===== config.mk =====
export PLATFORM = sky130hd
export DESIGN_NAME = breakpoint_address_table
export DESIGN_NICKNAME = d
export VERILOG_FILES = /design/src/bat_pkg.sv /design/src/breakpoint_address_table.sv /design/src/bat_slots.sv
export SDC_FILE = /design/constraint.sdc
export NUM_CORES = 1
export LEC_CHECK = 0
export BUFFER_PORTS_ARGS = -buffer_cell sky130_fd_sc_hd__clkbuf_2
export CORE_ASPECT_RATIO = 0.7
export CORE_MARGIN = 5
export CORE_UTILIZATION = 60
export CTS_CLUSTER_DIAMETER = 120
export DETAILED_ROUTE_END_ITERATION = 10
export HOLD_SLACK_MARGIN = 0.06
export PLACE_DENSITY = 0.78
export SLEW_MARGIN = 20
export SYNTH_ARGS = -nofsm -noshare
export SYNTH_HDL_FRONTEND = slang
export SYNTH_HIERARCHICAL = 1
export SYNTH_SLANG_ARGS = --single-unit

===== constraint.sdc =====
create_clock -name clk -period 13.28 [get_ports clk]
set_clock_uncertainty 0.1 [all_clocks]
set_input_delay 0.664 -clock clk [delete_from_list [all_inputs] [get_ports clk]]
set_output_delay 0.664 -clock clk [all_outputs]
set_load 0.01 [all_outputs]

===== src/bat_pkg.sv =====
// ----------------------------------------------------------------------------
// bat_pkg
// shared types and codes for the breakpoint address table
// ----------------------------------------------------------------------------
`default_nettype none

package bat_pkg;

	localparam int unsigned ADDR_W = 64;

	// operation codes carried in the input tuser; code 3 is unused
	typedef enum logic [1:0] {
		OP_INSERT = 2'd0,
		OP_REMOVE = 2'd1,
		OP_MATCH  = 2'd2
	} op_t;

	typedef enum logic [1:0] {
		ST_OK        = 2'd0,
		ST_FULL      = 2'd1,
		ST_NOT_FOUND = 2'd2,
		ST_MISMATCH  = 2'd3
	} status_t;

	// one request to the slot array, applied when fire is set
	typedef struct packed {
		logic              fire;
		op_t               op;
		logic [ADDR_W-1:0] address;
		logic              kind_code;
	} req_t;

	typedef struct packed {
		status_t status;
		logic    hit;
	} rsp_t;

endpackage

`default_nettype wire


===== src/breakpoint_address_table.sv =====
// ----------------------------------------------------------------------------
// breakpoint_address_table
// table of software breakpoint slots with insert, remove and address match
// ----------------------------------------------------------------------------
// usage:
//   input stream (s_axis): one transfer per request. tdata carries the 64-bit
//   address, tuser carries the operation (insert, remove, match) and the
//   breakpoint kind (two-byte or four-byte).
//   output stream (m_axis): exactly one transfer per request, in order.
//   tdata carries the status code and the match hit flag.
// ordering: a request is registered in the input stage on acceptance and
//   compared against all slots there; its result is captured in the output
//   register once that register is free or drains, and m_axis_tvalid then
//   rises; while the output stays stalled the request waits in the input stage.
// throughput: one request per cycle while the output is not stalled; each
//   slot has its own comparator and its update is written in the same cycle
//   the result is registered, so the following request sees the new table.
// reset: arst_n clears every valid mark and empties both stages; slot
//   address and kind storage is not cleared and is only read once valid.
// stall: when m_axis_tready is low the result holds in the output register;
//   one more request can wait in the input stage, after which s_axis_tready
//   drops until the output drains.
// ----------------------------------------------------------------------------
`default_nettype none

module breakpoint_address_table #(
	parameter int unsigned SLOT_COUNT = 16
) (
	input  wire logic        clk,
	input  wire logic        arst_n,
	// request stream
	input  wire logic        s_axis_tvalid,
	output logic             s_axis_tready,
	input  wire logic [63:0] s_axis_tdata,   // [63:0] address
	input  wire logic [2:0]  s_axis_tuser,   // [1:0] operation, [2] kind_code
	// result stream
	output logic             m_axis_tvalid,
	input  wire logic        m_axis_tready,
	output logic [7:0]       m_axis_tdata    // [1:0] status, [2] hit, [7:3] zero
);
	import bat_pkg::*;

	// input stage
	logic              valid_s1;
	op_t               op_s1;
	logic [ADDR_W-1:0] addr_s1;
	logic              kind_s1;

	// output register
	logic              out_valid_q;
	status_t           status_q;
	logic              hit_q;

	logic              in_xfer;
	logic              advance;
	req_t              req;
	rsp_t              rsp;

	// the input stage moves on whenever the output register is free or drains
	assign advance       = valid_s1 && (!out_valid_q || m_axis_tready);
	assign s_axis_tready = !valid_s1 || advance;
	assign in_xfer       = s_axis_tvalid && s_axis_tready;

	always_ff @(posedge clk or negedge arst_n) begin
		if (!arst_n) begin
			valid_s1 <= 1'b0;
		end else if (s_axis_tready) begin
			valid_s1 <= s_axis_tvalid;
		end
	end

	always_ff @(posedge clk) begin
		if (in_xfer) begin
			op_s1   <= op_t'(s_axis_tuser[1:0]);
			addr_s1 <= s_axis_tdata;
			kind_s1 <= s_axis_tuser[2];
		end
	end

	// the slot array commits its update only when the result is registered
	assign req = '{fire: advance, op: op_s1, address: addr_s1, kind_code: kind_s1};

	bat_slots #(
		.SLOT_COUNT(SLOT_COUNT)
	) u_slots (
		.clk    (clk),
		.arst_n (arst_n),
		.req    (req),
		.rsp    (rsp)
	);

	always_ff @(posedge clk or negedge arst_n) begin
		if (!arst_n) begin
			out_valid_q <= 1'b0;
		end else if (advance) begin
			out_valid_q <= 1'b1;
		end else if (m_axis_tready) begin
			out_valid_q <= 1'b0;
		end
	end

	always_ff @(posedge clk) begin
		if (advance) begin
			status_q <= rsp.status;
			hit_q    <= rsp.hit;
		end
	end

	assign m_axis_tvalid = out_valid_q;
	assign m_axis_tdata  = {5'b0, hit_q, status_q};

	// a result waiting on the output must never be overwritten
	a_no_overwrite : assert property (@(posedge clk) disable iff (!arst_n)
		out_valid_q && !m_axis_tready |-> !advance)
		else $error("output register overwritten while stalled");

	// a request held in the input stage is not replaced while stalled
	a_s1_held : assert property (@(posedge clk) disable iff (!arst_n)
		valid_s1 && !advance |=> valid_s1 && $stable(addr_s1))
		else $error("input stage lost a request");

	// every retired request produces a visible result next cycle
	a_result_follows : assert property (@(posedge clk) disable iff (!arst_n)
		advance |=> m_axis_tvalid)
		else $error("result missing after commit");

endmodule

`default_nettype wire


===== src/bat_slots.sv =====
// ----------------------------------------------------------------------------
// bat_slots
// breakpoint slot storage with parallel address compare and priority pick
// ----------------------------------------------------------------------------
`default_nettype none

module bat_slots #(
	parameter int unsigned SLOT_COUNT = 16
) (
	input  wire logic          clk,
	input  wire logic          arst_n,
	input  wire bat_pkg::req_t req,
	output bat_pkg::rsp_t      rsp
);
	import bat_pkg::*;

	logic [SLOT_COUNT-1:0]  valid_q;
	logic [ADDR_W-1:0]      addr_q [SLOT_COUNT];
	logic [SLOT_COUNT-1:0]  kind_q;

	logic [SLOT_COUNT-1:0]  free_vec;
	logic [SLOT_COUNT-1:0]  match_vec;
	logic [SLOT_COUNT-1:0]  free_first;
	logic [SLOT_COUNT-1:0]  match_first;
	logic                   first_kind;
	logic [SLOT_COUNT-1:0]  set_vec;
	logic [SLOT_COUNT-1:0]  clr_vec;

	localparam logic [SLOT_COUNT-1:0] ONE = {{(SLOT_COUNT-1){1'b0}}, 1'b1};

	// parallel compare, one comparator per slot
	always_comb begin
		for (int i = 0; i < SLOT_COUNT; i++) begin
			match_vec[i] = valid_q[i] && (addr_q[i] == req.address);
		end
	end

	assign free_vec    = ~valid_q;
	// isolate the lowest set bit
	assign free_first  = free_vec & (~free_vec + ONE);
	assign match_first = match_vec & (~match_vec + ONE);
	assign first_kind  = |(match_first & kind_q);

	always_comb begin
		rsp     = '{status: ST_OK, hit: 1'b0};
		set_vec = '0;
		clr_vec = '0;
		case (req.op)
			OP_INSERT: begin
				if (|free_vec) begin
					set_vec = free_first;
				end else begin
					rsp.status = ST_FULL;
				end
			end
			OP_REMOVE: begin
				if (!(|match_vec)) begin
					rsp.status = ST_NOT_FOUND;
				end else if (first_kind != req.kind_code) begin
					rsp.status = ST_MISMATCH;
				end else begin
					clr_vec = match_first;
				end
			end
			OP_MATCH: begin
				rsp.hit = |match_vec;
			end
			default: begin
				// unused code: no change, status ok
			end
		endcase
	end

	always_ff @(posedge clk or negedge arst_n) begin
		if (!arst_n) begin
			valid_q <= '0;
		end else if (req.fire) begin
			valid_q <= (valid_q | set_vec) & ~clr_vec;
		end
	end

	always_ff @(posedge clk) begin
		for (int i = 0; i < SLOT_COUNT; i++) begin
			if (req.fire && set_vec[i]) begin
				addr_q[i] <= req.address;
				kind_q[i] <= req.kind_code;
			end
		end
	end

	a_insert_fills_one : assert property (@(posedge clk) disable iff (!arst_n)
		req.fire && req.op == OP_INSERT && rsp.status == ST_OK
		|=> $countones(valid_q) == $past($countones(valid_q)) + 1)
		else $error("insert did not fill exactly one slot");

	a_remove_clears_one : assert property (@(posedge clk) disable iff (!arst_n)
		req.fire && req.op == OP_REMOVE && rsp.status == ST_OK
		|=> $countones(valid_q) + 1 == $past($countones(valid_q)))
		else $error("remove did not clear exactly one slot");

	a_full_only_when_full : assert property (@(posedge clk) disable iff (!arst_n)
		req.fire && rsp.status == ST_FULL |-> &valid_q)
		else $error("full reported with a free slot");

	a_idle_holds_valid : assert property (@(posedge clk) disable iff (!arst_n)
		!req.fire |=> $stable(valid_q))
		else $error("valid marks changed without a request");

endmodule

`default_nettype wire


### Word level (Yosys, flattened, before mapping)

Memories as Yosys holds them, arrays and structs flattened.
Index checks and enable logic that the tools add are counted.

| operators by class | value |
|---|---|
| eq/ne operators | 19 |
| bitwise gates (word level) | 9 |
| mux-type cells | 88 |
| add/subtract/negate cells | 2 |
| reduce and logical (&&, ||, !) cells | 58 |

Operators by type and width:

| kind | number |
|---|---|
| equality test 64 bit | 16 |
| two-way mux 64 bit | 15 |
| OR reduction 64 bit | 15 |
| two-way mux 16 bit | 5 |
| bitwise AND 16 bit | 4 |
| NOT 16 bit | 4 |
| two-way mux 4 bit | 15 |
| two-way mux 1 bit | 50 |
| OR reduction 16 bit | 3 |
| logical AND 1 bit | 34 |
| adder 16 x 1 -> 16 bit (second input constant) | 2 |
| bitwise OR 16 bit | 1 |
| two-way mux 2 bit | 2 |
| one-hot mux 2 bit (2 select lines) | 1 |
| equality test 2 x 1 -> 1 bit (second input constant) | 1 |
| equality test 2 bit (second input constant) | 1 |
| logical NOT 1 bit | 2 |
| logical NOT 2 bit | 1 |
| logical OR 1 bit | 2 |
| nonzero test 2 bit | 1 |
| != test 1 bit | 1 |

| word-level totals | value |
|---|---|
| logic and storage cells | 201 |
| bits of input ports | 71 |
| memory bits (writable) | 1024 |
| register bits after elaboration | 104 |
| output and inout bits | 10 |
| memories | 1 |

Memories:

| memory | depth | bits a word | read ports | clocked after memory_dff | wr ports | line | source |
|---|---|---|---|---|---|---|---|
| u_slots.addr_q | 16 | 64 | 16 | 0 | 1 | bat_slots.sv:18 | `logic [ADDR_W-1:0] addr_q [SLOT_COUNT];` |

### Depth between registers and ports, before layout

| logic depth | value |
|---|---|
| word-level depth | 25 |
| mapped depth | 13 |
| depth with buffers taken out | 11 |

### Hierarchy

The synthesis kept the hierarchy.

Modules (own cells, without submodules):

| module | area an instance (um^2) | cells each | instances | seq. area each (um^2) |
|---|---|---|---|---|
| bat_slots | 45172.1 | 2869 | 1 | 31630.3 |
| breakpoint_address_table | 2254.7 | 85 | 1 | 2152.1 |

### Least setup slack after synthesis

No wires, ideal clock.

| timing path | value |
|---|---|
| kind | input -> register |
| start point | input port m_axis_tready |
| end point | memory u_slots.addr_q[6][0] (netlist: u_slots/addr_q[0][384]) (enable) |
| arrival time | 6484 ps |
| stages | 7 |
| path slack | 6111 ps |
| library setup time | 584 ps |
| buffers on the path | 1 |
| required time | 12596 ps |
| path through | nand2b_1 and2_1 and3_1 clkbuf_1 nor2b_1 nand2_1 nor3b_1 |

| between the ends | value |
|---|---|
| cells in the longest elaborated chain, start to end | 21 |
| elaborated cells on any way between the ends | 95 |
| classes of those cells | 62 x mux; 33 x reduce/logical |

Ends and longest elaborated chain:

| item | line | source |
|---|---|---|
| start, declared | breakpoint_address_table.sv:38 | `input wire logic m_axis_tready,` |
| logical OR 1 bit (*) | breakpoint_address_table.sv:60 | `assign advance = valid_s1 && (!out_valid_q \|\| m_axis_tready);` |
| logical AND 1 bit (*) | breakpoint_address_table.sv:60 |  |
| named net advance | breakpoint_address_table.sv:55 | `logic advance;` |
| logical AND 1 bit | bat_slots.sv:84 | `if (req.fire && set_vec[i]) begin` |
| two-way mux 1 bit | bat_slots.sv:84 |  |
| two-way mux 1 bit (implied by the code) | bat_slots.sv:85 | `addr_q[i] <= req.address;` |
| OR reduction 64 bit (no line) | - |  |
| two-way mux 4 bit (no line) or two-way mux 1 bit (tied branches) (15 in series) | - |  |
| end, declared | bat_slots.sv:18 |  |

Mark *: on every way through the listed nets, which the timed path passes. The rest lies on a longest branch.

### Worst setup path in the final report

| timing path | value |
|---|---|
| start point | register addr_s1[35] |
| end point | register u_slots.valid_q[14] |

| between the ends | value |
|---|---|
| cells in the longest elaborated chain, start to end | 13 |
| elaborated cells on any way between the ends | 44 |
| classes of those cells | 1 x add/sub; 17 x eq/ne; 3 x mux; 5 x bitwise; 18 x reduce/logical |

Ends and longest elaborated chain:

| item | line | source |
|---|---|---|
| start, declared | breakpoint_address_table.sv:46 | `logic [ADDR_W-1:0] addr_s1;` |
| start signal, assigned | breakpoint_address_table.sv:75 | `addr_s1 <= s_axis_tdata;` |
| equality test 64 bit | bat_slots.sv:34 | `match_vec[i] = valid_q[i] && (addr_q[i] == req.address);` |
| logical AND 1 bit | bat_slots.sv:34 |  |
| NOT 16 bit | bat_slots.sv:41 | `assign match_first = match_vec & (~match_vec + ONE);` |
| adder 16 x 1 -> 16 bit | bat_slots.sv:41 |  |
| bitwise AND 16 bit | bat_slots.sv:41 |  |
| bitwise AND 16 bit | bat_slots.sv:42 | `assign first_kind = \|(match_first & kind_q);` |
| OR reduction 16 bit | bat_slots.sv:42 |  |
| != test 1 bit | bat_slots.sv:59 | `end else if (first_kind != req.kind_code) begin` |
| two-way mux 16 bit | bat_slots.sv:59 |  |
| two-way mux 16 bit (*) | bat_slots.sv:57 | `if (!(\|match_vec)) begin` |
| two-way mux 16 bit (*) | bat_slots.sv:48 | `case (req.op)` |
| NOT 16 bit (*) | bat_slots.sv:78 | `valid_q <= (valid_q \| set_vec) & ~clr_vec;` |
| bitwise AND 16 bit (*) | bat_slots.sv:78 |  |
| end signal, assigned | bat_slots.sv:78 |  |
| end, declared | bat_slots.sv:17 | `logic [SLOT_COUNT-1:0] valid_q;` |

Mark *: on every way between the ends. The rest lies on a longest branch, timed or not.
A chain may end at the register's enable or synchronous reset.

==> impl_results.md <==
* CP Data Required Time at 13720 ps
* Worst-Margin Slew at 1296 ps
* IO Count at 81
* Crit start category: register
* Area of the multi-input gates at 12500 um^2
* Met2 wire length at 63.01 mm
* Slowest cell delay on critical path at 1020 ps
* Max Cap Viol at 0
* Yosys warnings at 6
* Chip width at 346.0 um
* Synth Register Bits at 1128
* Run status: complete, no violations
* Final ANT Viol Nets at 0
* # DRC at 0
* Seq/Total Area, Yosys at 71.23%
* GRT Util Overall at 33.84%
* DR iter-0 viols at 3937
* Peak VDD IR at 0.0001203 V
* Leakage at 16.66 nW
* Primary FF master, synth: edfxtp_1
* Setup violators final at 0
* Port bufs at 75
* Crit share post-route at 37.98%
* RSZ-0062 raised after global routing: false
* FF/Latch Area at 33780 um^2
* Worst endpoint data arrival time at 5480 ps
* Power Density at 143.4 nW/um^2
* Maximum fanout along the worst path at 32
* CP dominant cell by count: nand4_1
* Total number of vias at 27920
* Critical path type: reg2reg
* Non-Filler Instances at 4310
* Final setup TNS at 0 ps
* Clk buf depth at 3
* Overall Power at 0.007620 W
* Library cells used by synthesis at 73
* Area of the mapped netlist at 47430 um^2
* Hold Crit Depth at 1
* Period minus WS final at 5044 ps
* DPL Wire Length at 88.78 mm
* Root buf cell: clkbuf_16
* Row Count at 86
* Antenna violations before repair at 10
* Routed WL at 144.2 mm
* Largest net degree at the start of global routing at 67
* Initial Util at 60.38%
* Worst Setup End Kind: register
* Max-slew violations at 0
* Routed met1 length at 57.57 mm
* Layout cell share with drive strength beyond 1 at 11.81%
* Via/cell ratio at 6.478
* # hold bufs at CTS at 56
* Top routing layer used: met5
* Clk sinks at 1128
* Number of gates resized after cts at 0
* First-pass iteration count of the detailed router at 6
* Clk_lat worst skew at 690 ps
* CP cell instances: buf_4 > xnor2_1 > nand4_1 > nor4_1 > nand4_1 > o22ai_1 > nor3b_1 > a221oi_1 > o221ai_2 > xor2_4 > nor3b_2 > a41oi_1
* Slowest cell on crit path: nor4_1
* Metal3 WL at 17.33 mm
* Post-DR wirelength/cell at 33.45 um
* Fill count at 5305
* Inserted Clock Buffers at 103
* Reg2Reg Setup Slack at 8240 ps
* CTS clk-pin slew, worst paths at 70 ps
* Hold Vio Cnt, Final at 0
* Path depth of the worst reg2reg path at 12
* Hold Crit Class: in2reg
* Full die area at 84860 um^2
* Async set or reset register ratio after synthesis at 1.596%
* EDFF count, synth at 1110
* Max-slew headroom at 12.78%
* Gpl congestion at 0.9690
* Cells after Synth at 2954
* Grt total ovfl at 0
* Fmax at 198.3 MHz
* Area Growth Syn to Fin at 12.04%
* CTS tree: built
* DIE HEIGHT at 245.2 um
* Core area at 78550 um^2
* Fin nets at 3239
* Setup bufs post-CTS at 0
* Htree depth at 3
* Vias in the first global route at 27140
* Syn Area/Cell at 16.06 um^2
* Top delay family on crit path: simple AND/OR/NAND/NOR gates
* First-pass GRT wire length at 203.0 mm
* Levels on crit path at 12
* Worst Path Buf+Inv at 1
* Dpl cells at 4063
==> cell type report <==
type	instances	share of cell area, %
Inverter	95	0.6711
Timing Repair Buffer	240	3.301
Antenna cell	3	0.01413
Clock buffer	115	4.976
Clock inverter	73	1.453
Sequential cell	1128	63.58
Tap cell	1056	2.487
Multi-Input combinational cell	1600	23.52
==> synth_stat cells (all sizes together), types with 5 or more instances <==
library cell,number,area share [%]
nor4,91,1.2
a22oi,5,0.079
a2111o,6,0.14
o21ai,5,0.053
inv,95,0.75
nor2b,30,0.40
xnor2,661,12
o22ai,31,0.41
o2111ai,39,0.72
nand2b,107,1.4
nand2,23,0.18
edfxtp,1110,70
nand3,21,0.22
a31oi,8,0.11
o2bb2ai,21,0.39
xor2,164,3.1
a222oi,7,0.15
and4,6,0.11
and3,12,0.16
a21oi,9,0.095
and2,7,0.098
nand4,176,2.3
buf,134,1.9
a221oi,11,0.20
a41oi,5,0.12
a22o,10,0.18
o221ai,14,0.27
dfrtp,18,0.95
nor3,28,0.31
a2111oi,6,0.11
a221o,7,0.15
nor2,42,0.35
==> routing by layer <==
| layer | global-route usage, % | up-vias |
|---|---|---|
| li1 | - | 11480 |
| met1 | 48.88 | 14300 |
| met2 | 50.95 | 1861 |
| met3 | 8.480 | 279 |
| met4 | 11.85 | 4 |
| met5 | 0 | - |
==> state kept, by name, summed over array words and instances, names as in the netlist, 2 cells and up <==
name	count
op_s1	2
addr_s1	64
u_slots/kind_q	16
status_q	2
u_slots/addr_q	1024
u_slots/valid_q	16
==> power by group <==
group	switching (W)	leakage [nW]	internal, W
Combinational	0.000392	4.74	0.000172
Sequential	0.0000382	10.2	0.00398
Clock	0.00133	1.68	0.00171
Total	0.00176	16.7	0.00586
==> logic make-up after synthesis <==
kind of cell | synth area share (%)
flip-flops | 71.23
XOR/XNOR | 15.28
AND/OR/NAND/NOR | 7.215
buffers and inverters | 2.709
AO/OA/AOI/OAI | 3.538
multiplexers | 0.02374
other | 0.007907
==> path summary, 6_finish.rpt <==
check | endpoint | start
max | u_slots/valid_q[14]$_DFFE_PN0P_ | addr_s1[35]$_DFFE_PP_
min | addr_s1[38]$_DFFE_PP_ | s_axis_tdata[38]
max reg2reg | u_slots/valid_q[14]$_DFFE_PN0P_ | addr_s1[35]$_DFFE_PP_
min reg2reg | u_slots/addr_q[1][126]$_DFFE_PP_ | addr_s1[62]$_DFFE_PP_
max in group asynchronous | u_slots/valid_q[15]$_DFFE_PN0P_ | arst_n
min in group asynchronous | u_slots/valid_q[1]$_DFFE_PN0P_ | arst_n
==> stage by stage <==
step | utilization (%) | hold slack (ps) | instance area (um^2) | setup WS (ps)
2_1_floorplan | - | 268.4 | 47440 | 6111
6_report | 67.64 | 90.05 | 53130 | 8236
5_1_grt | 67.63 | 64.29 | 53130 | 8127
3_3_place_gp | 62.56 | 416.0 | 49140 | 8258
3_5_place_dp | 62.57 | 407.3 | 49150 | 8362
4_1_cts | 67.63 | 64.28 | 53130 | 8344
==> placed cells by master, fill, tap and decap left out, types with 9 or more instances in the layout <==
master / synthesis / layout
nor2_1: 41 / 35
a221oi_1: 11 / 11
o2bb2ai_1: 21 / 21
nand4_1: 176 / 176
clkinv_1: 0 / 21
bufinv_16: 0 / 14
inv_1: 88 / 88
o2111ai_1: 39 / 39
edfxtp_1: 1110 / 1110
buf_4: 49 / 109
clkbuf_1: 1 / 11
nand2b_1: 107 / 107
and3_1: 12 / 11
dlygate4sd3_1: 0 / 56
a21oi_1: 9 / 9
nor2b_1: 30 / 25
xnor2_1: 661 / 661
o221ai_1: 13 / 13
nand3_1: 21 / 21
nor4_1: 90 / 87
xor2_1: 163 / 163
o22ai_1: 31 / 31
clkbuf_2: 0 / 75
a22o_1: 10 / 10
clkbuf_16: 0 / 104
dfrtp_1: 18 / 18
clkinv_2: 0 / 26
nor3_1: 27 / 24
nand2_1: 23 / 23
Power figures use the tool's default switching activity.
